--- src/sv/gbai_pkg.sv ---
package gbai_pkg;

	// field widths
	localparam int RAW_W   = 16;
	localparam int GAIN_W  = 24;
	localparam int TSTEP_W = 24;
	localparam int RATE_W  = 40;
	localparam int ANGLE_W = 48;
	localparam int CAL_W   = 10;

	// serial multiplier: upper product half, one guard bit over the rate
	localparam int PH_W = RATE_W + 1;

	// apb port
	localparam int DATA_W  = 32;
	localparam int PADDR_W = 4;

	localparam int NUM_AXES = 3;
	localparam logic [1:0] AXIS_LAST = 2'd2;

	// register reset values
	localparam logic [CAL_W-1:0]   CAL_SAMPLES_RST = 10'd200;
	localparam logic [GAIN_W-1:0]  RATE_GAIN_RST   = 24'd4000;
	localparam logic [TSTEP_W-1:0] TIME_STEP_RST   = 24'd83886;

	typedef enum logic [1:0] {
		REG_CAL_SAMPLES = 2'd0,
		REG_RATE_GAIN   = 2'd1,
		REG_TIME_STEP   = 2'd2
	} reg_idx_t;

	// item kind
	localparam logic KIND_MEASURE = 1'b0;

	typedef enum logic [3:0] {
		ST_IDLE,
		ST_LOAD,
		ST_MUL_A,
		ST_RATE,
		ST_MUL_B,
		ST_ANGLE,
		ST_ACC,
		ST_DLOAD,
		ST_DIV,
		ST_DWB,
		ST_DONE
	} state_t;

endpackage

--- src/sv/gbai_in_if.sv ---
interface gbai_in_if import gbai_pkg::*; ();
	logic valid;
	logic ready;
	logic kind;
	logic signed [RAW_W-1:0] raw_x;
	logic signed [RAW_W-1:0] raw_y;
	logic signed [RAW_W-1:0] raw_z;

	modport source (output valid, kind, raw_x, raw_y, raw_z, input ready);
	modport sink (input valid, kind, raw_x, raw_y, raw_z, output ready);
endinterface

--- src/sv/gbai_out_if.sv ---
interface gbai_out_if import gbai_pkg::*; ();
	logic valid;
	logic ready;
	logic signed [RATE_W-1:0]  rate_x;
	logic signed [RATE_W-1:0]  rate_y;
	logic signed [RATE_W-1:0]  rate_z;
	logic signed [ANGLE_W-1:0] angle_x;
	logic signed [ANGLE_W-1:0] angle_y;
	logic signed [ANGLE_W-1:0] angle_z;
	logic calibrating;

	modport source (output valid, rate_x, rate_y, rate_z, angle_x, angle_y, angle_z,
		calibrating, input ready);
	modport sink (input valid, rate_x, rate_y, rate_z, angle_x, angle_y, angle_z,
		calibrating, output ready);
endinterface

--- src/sv/gyro_bias_cal_and_angle_integrator.sv ---
// channel   dir  handshake     payload
// gyro      in   valid/ready   kind, raw_x, raw_y, raw_z
// result    out  valid/ready   rate_x/y/z, angle_x/y/z, calibrating
// apb       in   psel/penable  cal_samples @0x0, rate_gain @0x4, time_step @0x8
//
// one request at a time, taken only in idle; axes are handled one after another
// measure request: two 24-step shift-add multiplies
//   per axis share one 41-bit adder
// calibration sum request: each axis sample is added to its sum in turn
// calibration finish: each axis in turn through a restoring divider, one bit a step
// async active-low reset clears control, state and config; result register holds a finished
// request while the next one is taken, the sequencer waits in done while it is still full
module gyro_bias_cal_and_angle_integrator import gbai_pkg::*; #(
	parameter int COUNT_BITS = 10
) (
	input  logic               clk,
	input  logic               arst_n,
	gbai_in_if.sink            gyro,
	gbai_out_if.source         result,
	input  logic               psel,
	input  logic               penable,
	input  logic               pwrite,
	input  logic [PADDR_W-1:0] paddr,
	input  logic [DATA_W-1:0]  pwdata,
	output logic [DATA_W-1:0]  prdata,
	output logic               pready
);

	localparam int SUM_BITS = RAW_W + COUNT_BITS;
	localparam int CMP_W    = (COUNT_BITS > CAL_W) ? COUNT_BITS : CAL_W;
	localparam int STEP_N   = (SUM_BITS > GAIN_W) ? SUM_BITS : GAIN_W;
	localparam int STEP_W   = $clog2(STEP_N);
	localparam int SUM_W    = ANGLE_W + 1;
	localparam logic [COUNT_BITS-1:0] CNT_MAX = {COUNT_BITS{1'b1}};
	localparam logic [ANGLE_W-1:0] ANG_MAX = {1'b0, {(ANGLE_W-1){1'b1}}};
	localparam logic [ANGLE_W-1:0] ANG_MIN = {1'b1, {(ANGLE_W-1){1'b0}}};

	// configuration registers
	logic [CAL_W-1:0]   cal_samples_q;
	logic [GAIN_W-1:0]  rate_gain_q;
	logic [TSTEP_W-1:0] time_step_q;

	// sequencer
	state_t              state_q, state_d;
	logic [1:0]          axis_q;
	logic [STEP_W-1:0]   step_q;

	// architectural state
	logic [RAW_W-1:0]      bias_q  [NUM_AXES];
	logic [SUM_BITS-1:0]   sum_q   [NUM_AXES];
	logic [COUNT_BITS-1:0] count_q;
	logic [RATE_W-1:0]     rate_q  [NUM_AXES];
	logic [ANGLE_W-1:0]    angle_q [NUM_AXES];

	// captured request
	logic [RAW_W-1:0] raw_q [NUM_AXES];

	// shift-add multiplier: product = {prod_hi_q, prod_lo_q}, multiplier shifts out of lo
	logic [PH_W-1:0]   mcand_q;
	logic [PH_W-1:0]   prod_hi_q;
	logic [GAIN_W-1:0] prod_lo_q;
	logic [PH_W-1:0]   add_hi;

	// restoring divider on the sum magnitude
	logic [SUM_BITS-1:0]   dq_q;
	logic [COUNT_BITS-1:0] rem_q;
	logic                  neg_q;
	logic [COUNT_BITS:0]   rem_sh;
	logic [COUNT_BITS:0]   rem_sub;
	logic                  fits;
	logic [SUM_BITS-1:0]   quot;

	// result register
	logic                 out_valid_q;
	logic [RATE_W-1:0]    out_rate_q  [NUM_AXES];
	logic [ANGLE_W-1:0]   out_angle_q [NUM_AXES];
	logic                 out_cal_q;

	// sequencer outputs
	logic in_ready_c;
	logic out_load_c;
	logic step_last;
	logic axis_last;
	logic acc_ok;

	// misc datapath
	logic [RAW_W-1:0]    diff;
	logic [SUM_W-1:0]    ang_sum;
	logic [ANGLE_W-1:0]  ang_sat;
	logic [SUM_BITS-1:0] sum_mag;
	logic                cfg_wr;
	reg_idx_t            cfg_idx;

	// ---------------------------------------------------------------- apb
	assign pready  = 1'b1;
	assign cfg_wr  = psel && penable && pwrite;
	assign cfg_idx = reg_idx_t'(paddr[3:2]);

	always_comb begin
		unique case (cfg_idx)
			REG_CAL_SAMPLES: prdata = DATA_W'(cal_samples_q);
			REG_RATE_GAIN:   prdata = DATA_W'(rate_gain_q);
			REG_TIME_STEP:   prdata = DATA_W'(time_step_q);
			default:         prdata = '0;
		endcase
	end

	always_ff @(posedge clk or negedge arst_n) begin
		if (!arst_n) begin
			cal_samples_q <= CAL_SAMPLES_RST;
			rate_gain_q   <= RATE_GAIN_RST;
			time_step_q   <= TIME_STEP_RST;
		end else if (cfg_wr) begin
			unique case (cfg_idx)
				REG_CAL_SAMPLES: cal_samples_q <= pwdata[CAL_W-1:0];
				REG_RATE_GAIN:   rate_gain_q   <= pwdata[GAIN_W-1:0];
				REG_TIME_STEP:   time_step_q   <= pwdata[TSTEP_W-1:0];
				default: ;
			endcase
		end
	end

	// ---------------------------------------------------------------- datapath helpers
	// one multiplier bit per cycle: add the multiplicand if the lsb is set, then
	// shift the whole product right arithmetically
	assign add_hi = prod_hi_q + (prod_lo_q[0] ? mcand_q : '0);

	// one quotient bit per cycle
	assign rem_sh  = {rem_q, dq_q[SUM_BITS-1]};
	assign fits    = rem_sh >= {1'b0, count_q};
	assign rem_sub = rem_sh - {1'b0, count_q};
	assign quot    = neg_q ? (~dq_q + 1'b1) : dq_q;

	assign sum_mag = sum_q[axis_q][SUM_BITS-1] ? (~sum_q[axis_q] + 1'b1) : sum_q[axis_q];
	assign diff    = raw_q[axis_q] - bias_q[axis_q];

	// floored product >> 24 sits in prod_hi_q, add it and clamp to 48 bits
	assign ang_sum = {angle_q[axis_q][ANGLE_W-1], angle_q[axis_q]}
		+ {{(SUM_W-PH_W){prod_hi_q[PH_W-1]}}, prod_hi_q};
	assign ang_sat = (ang_sum[SUM_W-1] != ang_sum[SUM_W-2])
		? (ang_sum[SUM_W-1] ? ANG_MIN : ANG_MAX) : ang_sum[ANGLE_W-1:0];

	// keep summing while below the target and below the counter limit
	assign acc_ok = (CMP_W'(count_q) < CMP_W'(cal_samples_q)) && (count_q != CNT_MAX);

	assign step_last = (step_q == '0);
	assign axis_last = (axis_q == AXIS_LAST);

	// ---------------------------------------------------------------- sequencer
	always_comb begin
		state_d = state_q;
		unique case (state_q)
			ST_IDLE: begin
				if (gyro.valid) begin
					if (gyro.kind == KIND_MEASURE)
						state_d = ST_LOAD;
					else if (acc_ok)
						state_d = ST_ACC;
					else
						state_d = ST_DLOAD;
				end
			end
			ST_LOAD:  state_d = ST_MUL_A;
			ST_MUL_A: if (step_last) state_d = ST_RATE;
			ST_RATE:  state_d = ST_MUL_B;
			ST_MUL_B: if (step_last) state_d = ST_ANGLE;
			ST_ANGLE: state_d = axis_last ? ST_DONE : ST_LOAD;
			ST_ACC:   state_d = axis_last ? ST_DONE : ST_ACC;
			ST_DLOAD: state_d = ST_DIV;
			ST_DIV:   if (step_last) state_d = ST_DWB;
			ST_DWB:   state_d = axis_last ? ST_DONE : ST_DLOAD;
			ST_DONE:  if (!out_valid_q || result.ready) state_d = ST_IDLE;
			default:  state_d = ST_IDLE;
		endcase
	end

	always_comb begin
		in_ready_c = 1'b0;
		out_load_c = 1'b0;
		unique case (state_q)
			ST_IDLE: in_ready_c = 1'b1;
			ST_DONE: out_load_c = !out_valid_q || result.ready;
			default: ;
		endcase
	end

	assign gyro.ready = in_ready_c;

	// ---------------------------------------------------------------- control and state
	always_ff @(posedge clk or negedge arst_n) begin
		if (!arst_n) begin
			state_q     <= ST_IDLE;
			axis_q      <= '0;
			step_q      <= '0;
			count_q     <= '0;
			out_valid_q <= 1'b0;
			for (int a = 0; a < NUM_AXES; a++) begin
				bias_q[a]  <= '0;
				sum_q[a]   <= '0;
				rate_q[a]  <= '0;
				angle_q[a] <= '0;
			end
		end else begin
			state_q <= state_d;

			if (out_load_c)
				out_valid_q <= 1'b1;
			else if (result.ready)
				out_valid_q <= 1'b0;

			unique case (state_q)
				ST_IDLE: begin
					axis_q <= '0;
				end
				ST_LOAD: begin
					step_q <= STEP_W'(GAIN_W - 1);
				end
				ST_MUL_A, ST_MUL_B, ST_DIV: begin
					step_q <= step_q - 1'b1;
				end
				ST_RATE: begin
					rate_q[axis_q] <= {prod_hi_q[RAW_W-1:0], prod_lo_q};
					step_q         <= STEP_W'(TSTEP_W - 1);
				end
				ST_ANGLE: begin
					angle_q[axis_q] <= ang_sat;
					axis_q          <= axis_q + 1'b1;
				end
				ST_ACC: begin
					sum_q[axis_q] <= sum_q[axis_q]
						+ {{COUNT_BITS{raw_q[axis_q][RAW_W-1]}}, raw_q[axis_q]};
					axis_q <= axis_q + 1'b1;
					if (axis_last)
						count_q <= count_q + 1'b1;
				end
				ST_DLOAD: begin
					step_q <= STEP_W'(SUM_BITS - 1);
				end
				ST_DWB: begin
					// empty count at finish gives a zero offset
					bias_q[axis_q] <= (count_q == '0) ? '0 : quot[RAW_W-1:0];
					sum_q[axis_q]  <= '0;
					axis_q         <= axis_q + 1'b1;
					if (axis_last)
						count_q <= '0;
				end
				default: ;
			endcase
		end
	end

	// ---------------------------------------------------------------- payload registers
	always_ff @(posedge clk) begin
		if (in_ready_c && gyro.valid) begin
			raw_q[0] <= gyro.raw_x;
			raw_q[1] <= gyro.raw_y;
			raw_q[2] <= gyro.raw_z;
		end

		unique case (state_q)
			ST_LOAD: begin
				// offset-corrected sample times gain
				mcand_q   <= {{(PH_W-RAW_W){diff[RAW_W-1]}}, diff};
				prod_hi_q <= '0;
				prod_lo_q <= rate_gain_q;
			end
			ST_MUL_A, ST_MUL_B: begin
				prod_hi_q <= {add_hi[PH_W-1], add_hi[PH_W-1:1]};
				prod_lo_q <= {add_hi[0], prod_lo_q[GAIN_W-1:1]};
			end
			ST_RATE: begin
				// rate times time step, upper half is the floored q.16 increment
				mcand_q   <= {prod_hi_q[RAW_W-1], prod_hi_q[RAW_W-1:0], prod_lo_q};
				prod_hi_q <= '0;
				prod_lo_q <= time_step_q;
			end
			ST_DLOAD: begin
				neg_q <= sum_q[axis_q][SUM_BITS-1];
				dq_q  <= sum_mag;
				rem_q <= '0;
			end
			ST_DIV: begin
				rem_q <= fits ? rem_sub[COUNT_BITS-1:0] : rem_sh[COUNT_BITS-1:0];
				dq_q  <= {dq_q[SUM_BITS-2:0], fits};
			end
			default: ;
		endcase

		if (out_load_c) begin
			for (int a = 0; a < NUM_AXES; a++) begin
				out_rate_q[a]  <= rate_q[a];
				out_angle_q[a] <= angle_q[a];
			end
			out_cal_q <= (count_q != '0);
		end
	end

	assign result.valid       = out_valid_q;
	assign result.rate_x      = out_rate_q[0];
	assign result.rate_y      = out_rate_q[1];
	assign result.rate_z      = out_rate_q[2];
	assign result.angle_x     = out_angle_q[0];
	assign result.angle_y     = out_angle_q[1];
	assign result.angle_z     = out_angle_q[2];
	assign result.calibrating = out_cal_q;

endmodule

--- src/flat_wrapper.sv ---
// flat-port wrapper written by rule: the top's interface ports become plain ports
module gyro_bias_cal_and_angle_integrator_flat import gbai_pkg::*;
#(
	parameter int COUNT_BITS = 10
)
  (clk, arst_n, psel, penable, pwrite, paddr, pwdata, prdata, pready, gyro_valid, gyro_kind, gyro_raw_x, gyro_raw_y, gyro_raw_z, gyro_ready, result_valid, result_rate_x, result_rate_y, result_rate_z, result_angle_x, result_angle_y, result_angle_z, result_calibrating, result_ready);
  gbai_in_if gyro_i ();
  gbai_out_if result_i ();
  input  logic clk;
  input  logic arst_n;
  input  logic psel;
  input  logic penable;
  input  logic pwrite;
  input  logic [PADDR_W-1:0] paddr;
  input  logic [DATA_W-1:0] pwdata;
  output logic [DATA_W-1:0] prdata;
  output logic pready;
  input wire logic [$bits(gyro_i.valid)-1:0] gyro_valid;
  input wire logic [$bits(gyro_i.kind)-1:0] gyro_kind;
  input wire logic [$bits(gyro_i.raw_x)-1:0] gyro_raw_x;
  input wire logic [$bits(gyro_i.raw_y)-1:0] gyro_raw_y;
  input wire logic [$bits(gyro_i.raw_z)-1:0] gyro_raw_z;
  output wire logic [$bits(gyro_i.ready)-1:0] gyro_ready;
  output wire logic [$bits(result_i.valid)-1:0] result_valid;
  output wire logic [$bits(result_i.rate_x)-1:0] result_rate_x;
  output wire logic [$bits(result_i.rate_y)-1:0] result_rate_y;
  output wire logic [$bits(result_i.rate_z)-1:0] result_rate_z;
  output wire logic [$bits(result_i.angle_x)-1:0] result_angle_x;
  output wire logic [$bits(result_i.angle_y)-1:0] result_angle_y;
  output wire logic [$bits(result_i.angle_z)-1:0] result_angle_z;
  output wire logic [$bits(result_i.calibrating)-1:0] result_calibrating;
  input wire logic [$bits(result_i.ready)-1:0] result_ready;
  assign gyro_i.valid = gyro_valid;
  assign gyro_i.kind = gyro_kind;
  assign gyro_i.raw_x = gyro_raw_x;
  assign gyro_i.raw_y = gyro_raw_y;
  assign gyro_i.raw_z = gyro_raw_z;
  assign gyro_ready = gyro_i.ready;
  assign result_valid = result_i.valid;
  assign result_rate_x = result_i.rate_x;
  assign result_rate_y = result_i.rate_y;
  assign result_rate_z = result_i.rate_z;
  assign result_angle_x = result_i.angle_x;
  assign result_angle_y = result_i.angle_y;
  assign result_angle_z = result_i.angle_z;
  assign result_calibrating = result_i.calibrating;
  assign result_i.ready = result_ready;
  gyro_bias_cal_and_angle_integrator #(.COUNT_BITS(COUNT_BITS)) u_core (.clk(clk), .arst_n(arst_n), .gyro(gyro_i), .result(result_i), .psel(psel), .penable(penable), .pwrite(pwrite), .paddr(paddr), .pwdata(pwdata), .prdata(prdata), .pready(pready));
endmodule
--- config.mk ---
export PLATFORM = sky130hd
export DESIGN_NAME = gyro_bias_cal_and_angle_integrator_flat
export DESIGN_NICKNAME = d
export VERILOG_FILES = /design/src/sv/gbai_pkg.sv /design/src/sv/gbai_in_if.sv /design/src/sv/gbai_out_if.sv /design/src/sv/gyro_bias_cal_and_angle_integrator.sv /design/src/flat_wrapper.sv
export SDC_FILE = /design/constraint.sdc
export NUM_CORES = 2
export LEC_CHECK = 0
export BUFFER_PORTS_ARGS = -buffer_cell sky130_fd_sc_hd__buf_2
export CAP_MARGIN = 20
export CELL_PAD_IN_SITES_DETAIL_PLACEMENT = 1
export CELL_PAD_IN_SITES_GLOBAL_PLACEMENT = 2
export CORE_UTILIZATION = 37
export CTS_BUF_LIST = sky130_fd_sc_hd__clkbuf_16
export CTS_CLUSTER_DIAMETER = 120
export DETAILED_ROUTE_END_ITERATION = 8
export HOLD_SLACK_MARGIN = 0.06
export PLACE_DENSITY_LB_ADDON = 0.1
export SETUP_SLACK_MARGIN = 0.1
export SLEW_MARGIN = 20
export SYNTH_ARGS = -nofsm -noshare
export SYNTH_HDL_FRONTEND = slang
export SYNTH_SLANG_ARGS = --single-unit
--- constraint.sdc ---
create_clock -name clk -period 13.8 [get_ports clk]
set_input_delay 0.69 -clock clk [delete_from_list [all_inputs] [get_ports clk]]
set_output_delay 0.69 -clock clk [all_outputs]
set_load 0.005 [all_outputs]
== Word-level counts from Yosys, hierarchy flattened ==
Memory sizes are Yosys's and may differ from the RTL's.
Cells that the tools add are included.
Cells by class
  add/sub/neg operators: 10
  order comparisons: 4
  equal/unequal tests: 22
  muxes and demuxes: 59
  bitwise logic cells: 5
  reduce and logical (&&, ||, !) cells: 29
Operators by type and width (count)
  $mux W48: 5
  $pmux W41 S2: 2
  $pmux W78 S2: 1
  $bwmux W144: 1
  $pmux W24 S3: 2
  $bwmux W120: 1
  $mux W26: 4
  $bmux W48 S2: 1
  $demux W48 S2: 1
  $demux W40 S2: 1
  $mux W16: 5
  $and A78 B78 Y78: 1
  $bwmux W78: 1
  $not A78 Y78: 1
  $bmux W26 S2: 1
  $demux W26 S2: 1
  $pmux W26 S2: 1
  $add A48 B41 Y49: 1
  $bwmux W48: 1
  $pmux W4 S11: 1
  $add A41 B41 Y41: 1
  $mux W41: 1
  $mux W40: 1
  $pmux W10 S2: 2
  47 further kinds: 91
Word-level totals
  register bits after elaboration: 614
  bits in writable memories: 312
  output and inout port bits: 300
  logic and storage cells: 159
  memories: 3
Memories
  u_core.out_angle_q: depth 3, width 48, rd ports 3, clocked after memory_dff 0, write ports 3, RTL line gyro_bias_cal_and_angle_integrator.sv:76  | logic [ANGLE_W-1:0] out_angle_q [NUM_AXES];
  u_core.out_rate_q: depth 3, width 40, rd ports 3, clocked after memory_dff 0, write ports 3, RTL line gyro_bias_cal_and_angle_integrator.sv:75  | logic [RATE_W-1:0] out_rate_q [NUM_AXES];
  u_core.raw_q: depth 3, width 16, rd ports 1, clocked after memory_dff 0, write ports 3, RTL line gyro_bias_cal_and_angle_integrator.sv:56  | logic [RAW_W-1:0] raw_q [NUM_AXES];

== Logic depth before layout (Yosys ltp) ==
  depth in word-level cells: 8
  gate-level depth with buffers: 24
  gate-level depth less buffers: 16

== Least setup slack after synthesis ==
Ideal clock, no wire load.
  kind: register -> register
  start point: reg u_core.state_q[2]
  end point: mem u_core.out_angle_q[0][0] (enable)
  arrival time: 13.589 ns
  setup slack: -0.769 ns
  stages on the path, launching flop included: 5
  path buffers: 1
  period minus slack after synthesis: 14.569 ns
  cells stage by stage: dfrtp_1 clkbuf_1 nor2_1 nand3b_1 a21oi_1
RTL lines
  start: declaration: RTL line gyro_bias_cal_and_angle_integrator.sv:44  | state_t state_q, state_d;
  start signal: assignment: RTL line gyro_bias_cal_and_angle_integrator.sv:204  | state_q <= state_d;
  end: declaration: RTL line gyro_bias_cal_and_angle_integrator.sv:76

== Final worst setup path ==
  start point: reg u_core.axis_q[1]
  end point: reg u_core.sum_q[75] (netlist bit)
Between the ends
  word-level cells in the longest chain between the ends: 8
  elaborated cells between the ends (all ways): 15
  those cells by class: add/sub (1); order compare (2); mux (7); bitwise (3); reduce/logical (1); memory (1)
RTL lines
  start: declaration: RTL line gyro_bias_cal_and_angle_integrator.sv:45  | logic [1:0] axis_q;
  start signal: assignment: RTL line gyro_bias_cal_and_angle_integrator.sv:227  | axis_q <= axis_q + 1'b1;
  start signal: assignment: RTL line gyro_bias_cal_and_angle_integrator.sv:232  | axis_q <= axis_q + 1'b1;
  start signal: assignment: RTL line gyro_bias_cal_and_angle_integrator.sv:243  | axis_q <= axis_q + 1'b1;
  branches (longest 7 deep; another with $add A26 B26 Y26)
  $pmux W78 S2 *: RTL line gyro_bias_cal_and_angle_integrator.sv:211  | unique case (state_q)
  end signal: indexed assignment: RTL line gyro_bias_cal_and_angle_integrator.sv:230  | sum_q[axis_q] <= sum_q[axis_q]
  end: declaration: RTL line gyro_bias_cal_and_angle_integrator.sv:50  | logic [SUM_BITS-1:0] sum_q [NUM_AXES];
Every way passes the cells marked *. The select of a mux whose other input is x is not followed.
A chain may end at the register's enable or synchronous reset.

==> results.py <==
metrics = {
    "status": {
        "status": "finished clean",
    },
    "timing": {
        "tns_ns": 0,
        "finalHoldViolCount": 0,
        "tightest_slew_ns": 1.099,
        "min_period_over_period": 0.4727,
        "fin_skew_ns": 0.01722,
        "min_period_ns": 6.523,
        "drv_slew": 0,
        "rsz0062_at_grt": "false",
        "setup_viol": 0,
        "fmax_ghz": 0.1533,
        "relSlewSlack": 0.2594,
    },
    "setup_path": {
        "crit_type": "flip-flop to flip-flop",
        "reg2reg_slack_ns": 7.28,
        "crit_slowest_cell": "o41ai_1",
        "required_ns": 14.36,
        "critical-path-max-stage-delay_ns": 0.84,
        "critPathLaunch": "u_core.axis_q[1]",
        "path_cells": "buf_4, buf_4, mux2i_1, nor2_1, a21oi_1, inv_1, ha_1, a21oi_1, o21ai_0, o22ai_1, o21ai_0, a2111oi_0, o41ai_1, a21o_1, a21oi_1, xnor2_1, a22o_1",
        "r2r-start": "u_core.axis_q[1]",
        "arrival_ns": 7.08,
        "r2r-end": "u_core.sum_q[75]",
        "end_kind": "flip-flop",
        "critical_path.endpoint": "u_core.sum_q[75]",
        "ff2ff_path_depth": 17,
        "worst_path_most_repeated_cell": "a21oi_1",
        "startpoint_type": "flip-flop",
        "crit_fanout": 54,
    },
    "clocking": {
        "cts_tree": "yes",
        "hold_buffers": 1,
        "postCtsSetupBuffers": 0,
        "htree_levels": 3,
        "cts_resized": 0,
        "cts_buffers": 104,
        "root_buffer": "clkbuf_16",
        "clk_latency_ns": 0.69,
        "clkSinkCount": 924,
        "path_clk_slew_ns": 0.06,
        "clockBufferDepth": 3,
    },
    "detailed_routing": {
        "vias": 30980,
        "drc": 0,
        "first_pass_iters": 5,
        "drt-initial-drc-count": 1694,
        "wl_per_cell_um": 24.04,
        "wirelength_um": 139800,
        "final_antenna_net_count": 0,
        "vias_per_cell": 5.328,
    },
    "placement": {
        "io_buffers": 372,
        "place_hpwl_um": 99070,
        "gp_congestion": 0.8470,
    },
    "finish": {
        "layout_common_cells": "nand2_1 (459), edfxtp_1 (454), dfrtp_1 (449)",
        "area_growth_syn_to_layout_pct": 15.77,
        "layout.nets": 4436,
        "drive_gt1_frac": 0.1991,
        "post-route-util": 0.4330,
        "final_common_cell": "nand2_1",
    },
    "floorplanning": {
        "die_h_um": 347.7,
        "pin_count": 392,
        "core_area_um2": 118200,
        "chipWidth_um": 347.7,
        "rows": 126,
        "dieArea_um2": 120900,
        "initial_core_util": 0.3740,
    },
    "hold_path": {
        "hold_depth": 1,
        "hold_path.class": "input pin to flip-flop",
    },
    "power_and_ir_drop": {
        "powerDensity_nw_per_um2": 290.6,
        "ir_drop_mv": 0.1652,
        "p_leak_nw": 21.70,
    },
    "grt": {
        "grt_start_max_net_pins": 146,
        "grt_use_total": 0.2304,
        "grt_overflow_total": 0,
        "grt_pass1_wl_um": 210600,
        "grt_antenna_before_repair": 12,
        "grt_pass1_vias": 32610,
    },
    "synth": {
        "synth_area_per_cell_um2": 11.54,
        "synth-seq-cells": 924,
        "yosysTopAreaCellShare": 0.3083,
        "ys_warn_count": 0,
        "synthCells": 3833,
        "async_flop_share": 0.5087,
        "synth-seq-area-share": 0.5748,
        "yosys-top-cells-area": "edfxtp_1 (31%), dfrtp_1 (26%), mux2_2 (4.9%)",
        "synth_cell_types": 91,
        "synth-main-ff-cell": "edfxtp_1",
        "synth_area_leader_cell": "edfxtp_1",
        "synth-edff-count": 454,
        "syn-cell-area_um2": 44220,
    },
    "run": {
        "cap_violations": 0,
    },
}
==> critical path: cells and delay by family (launching register included) <==
family | cells | cell delay (ns)
xor+xnor | 1 | 0.17
simple gates | 1 | 0.06
flops | 1 | 0.62
fa+ha+maj | 1 | 0.31
compound gates | 10 | 3.35
buf+inv | 3 | 1.55
mux | 1 | 0.26
==> flip-flops by register name, summed over array words and instances (netlist names), 26 cells and up <==
register and count:
u_core.bias_q 48, u_core.mcand_q 40, u_core.angle_q 144, u_core.out_angle_q 144, u_core.rate_q 120, u_core.sum_q 78, u_core.dq_q 26, u_core.out_rate_q 120
u_core.raw_q 48, u_core.prod_hi_q 40
==> power by group <==
part | leakage, nW | switching [mW] | total, mW | internal, mW
combinational | 9.79 | 4.61 | 7.24 | 2.63
sequential | 10.1 | 0.747 | 4.86 | 4.11
clock | 1.76 | 1.18 | 2.77 | 1.60
total | 21.7 | 6.54 | 14.9 | 8.34
==> per-layer routing <==
metal | global-route usage | routed length, µm | vias to the layer above
met1 | 0.3066 | 62930 | 15620
met2 | 0.3851 | 67600 | 521
met3 | 0.03062 | 4423 | 216
met4 | 0.08037 | 4855 | 2
li1 | - | - | 14630
met5 | 0 | 13 | -
==> cell type report <==
cell class              count  area [µm²]
fillers                 12700       67040
flip-flops and latches    924       25430
multi-input cells        2636       17740
clock buffers             107        2678
repair buffers            429        2347
well taps                1536        1922
clock inverters            90       737.0
inverters                  88       330.3
diodes                      5       12.51
==> how the worst min path moves through the flow <==
stage / to / slack (ns) / from
finish: u_core.raw_q[1][14] / 0.17 / gyro_raw_y[14]
global route: u_core.raw_q[2][11] / 0.13 / gyro_raw_z[11]
CTS: u_core.raw_q[1][14] / 0.12 / gyro_raw_y[14]
detailed placement: u_core.out_rate_q[0][58] / 0.43 / u_core.rate_q[58]
global placement: u_core.out_rate_q[0][52] / 0.42 / u_core.rate_q[52]
floorplan: u_core.angle_q[0] / 0.39 / arst_n
==> kinds of logic (layout without fill, tap and decap cells) <==
| family | count (synthesis) | in the layout | share of synthesized area |
|---|---|---|---|
| and+or+nand+nor | 1063 | 1063 | 0.1066 |
| muxes | 322 | 322 | 0.07832 |
| AOI/OAI and AO/OA | 936 | 936 | 0.1384 |
| other | 2 | 14 | 0.0001698 |
| adders and majority gates | 161 | 161 | 0.04640 |
| xor gates and xnor gates | 145 | 145 | 0.02872 |
| buffers and inverters | 280 | 714 | 0.02660 |
| DFF | 924 | 924 | 0.5748 |
==> synthesized netlist by cell type, types with 15 or more instances <==
library cell,instances
o21a_1,26
mux2i_1,130
nor2_1,307
a22oi_1,25
dfstp_2,19
ha_1,156
nor2b_1,23
nor3_1,50
nand4_1,32
a21o_1,80
buf_1,25
edfxtp_1,454
a21oi_1,187
a211oi_1,24
or3_1,15
mux2_2,192
xor2_1,57
nand2b_1,20
o21ai_0,284
o22a_1,39
and2_1,55
clkbuf_1,138
o31ai_1,48
dfrtp_1,451
a22o_1,98
xnor2_1,88
nand2_1,462
nand3_1,36
inv_1,87
==> through the flow <==
| step | instances | cell area, µm² | hold WS [ns] | total power, mW | setup WS [ns] |
|---|---|---|---|---|---|
| 2_1_floorplan | 3840 | 44250 | 0.3944 | 9.684 | 5.206 |
| 3_3_place_gp | 5611 | 47740 | 0.4227 | 12.07 | 7.291 |
| 3_5_place_dp | 5611 | 47740 | 0.4287 | 12.19 | 7.213 |
| 4_1_cts | 5809 | 51170 | 0.1185 | 15.03 | 7.192 |
| 5_1_grt | 5814 | 51190 | 0.1284 | 15.94 | 6.753 |
| 6_report | 5815 | 51200 | 0.1731 | 14.88 | 7.277 |
(Power assumes the default switching activity.)
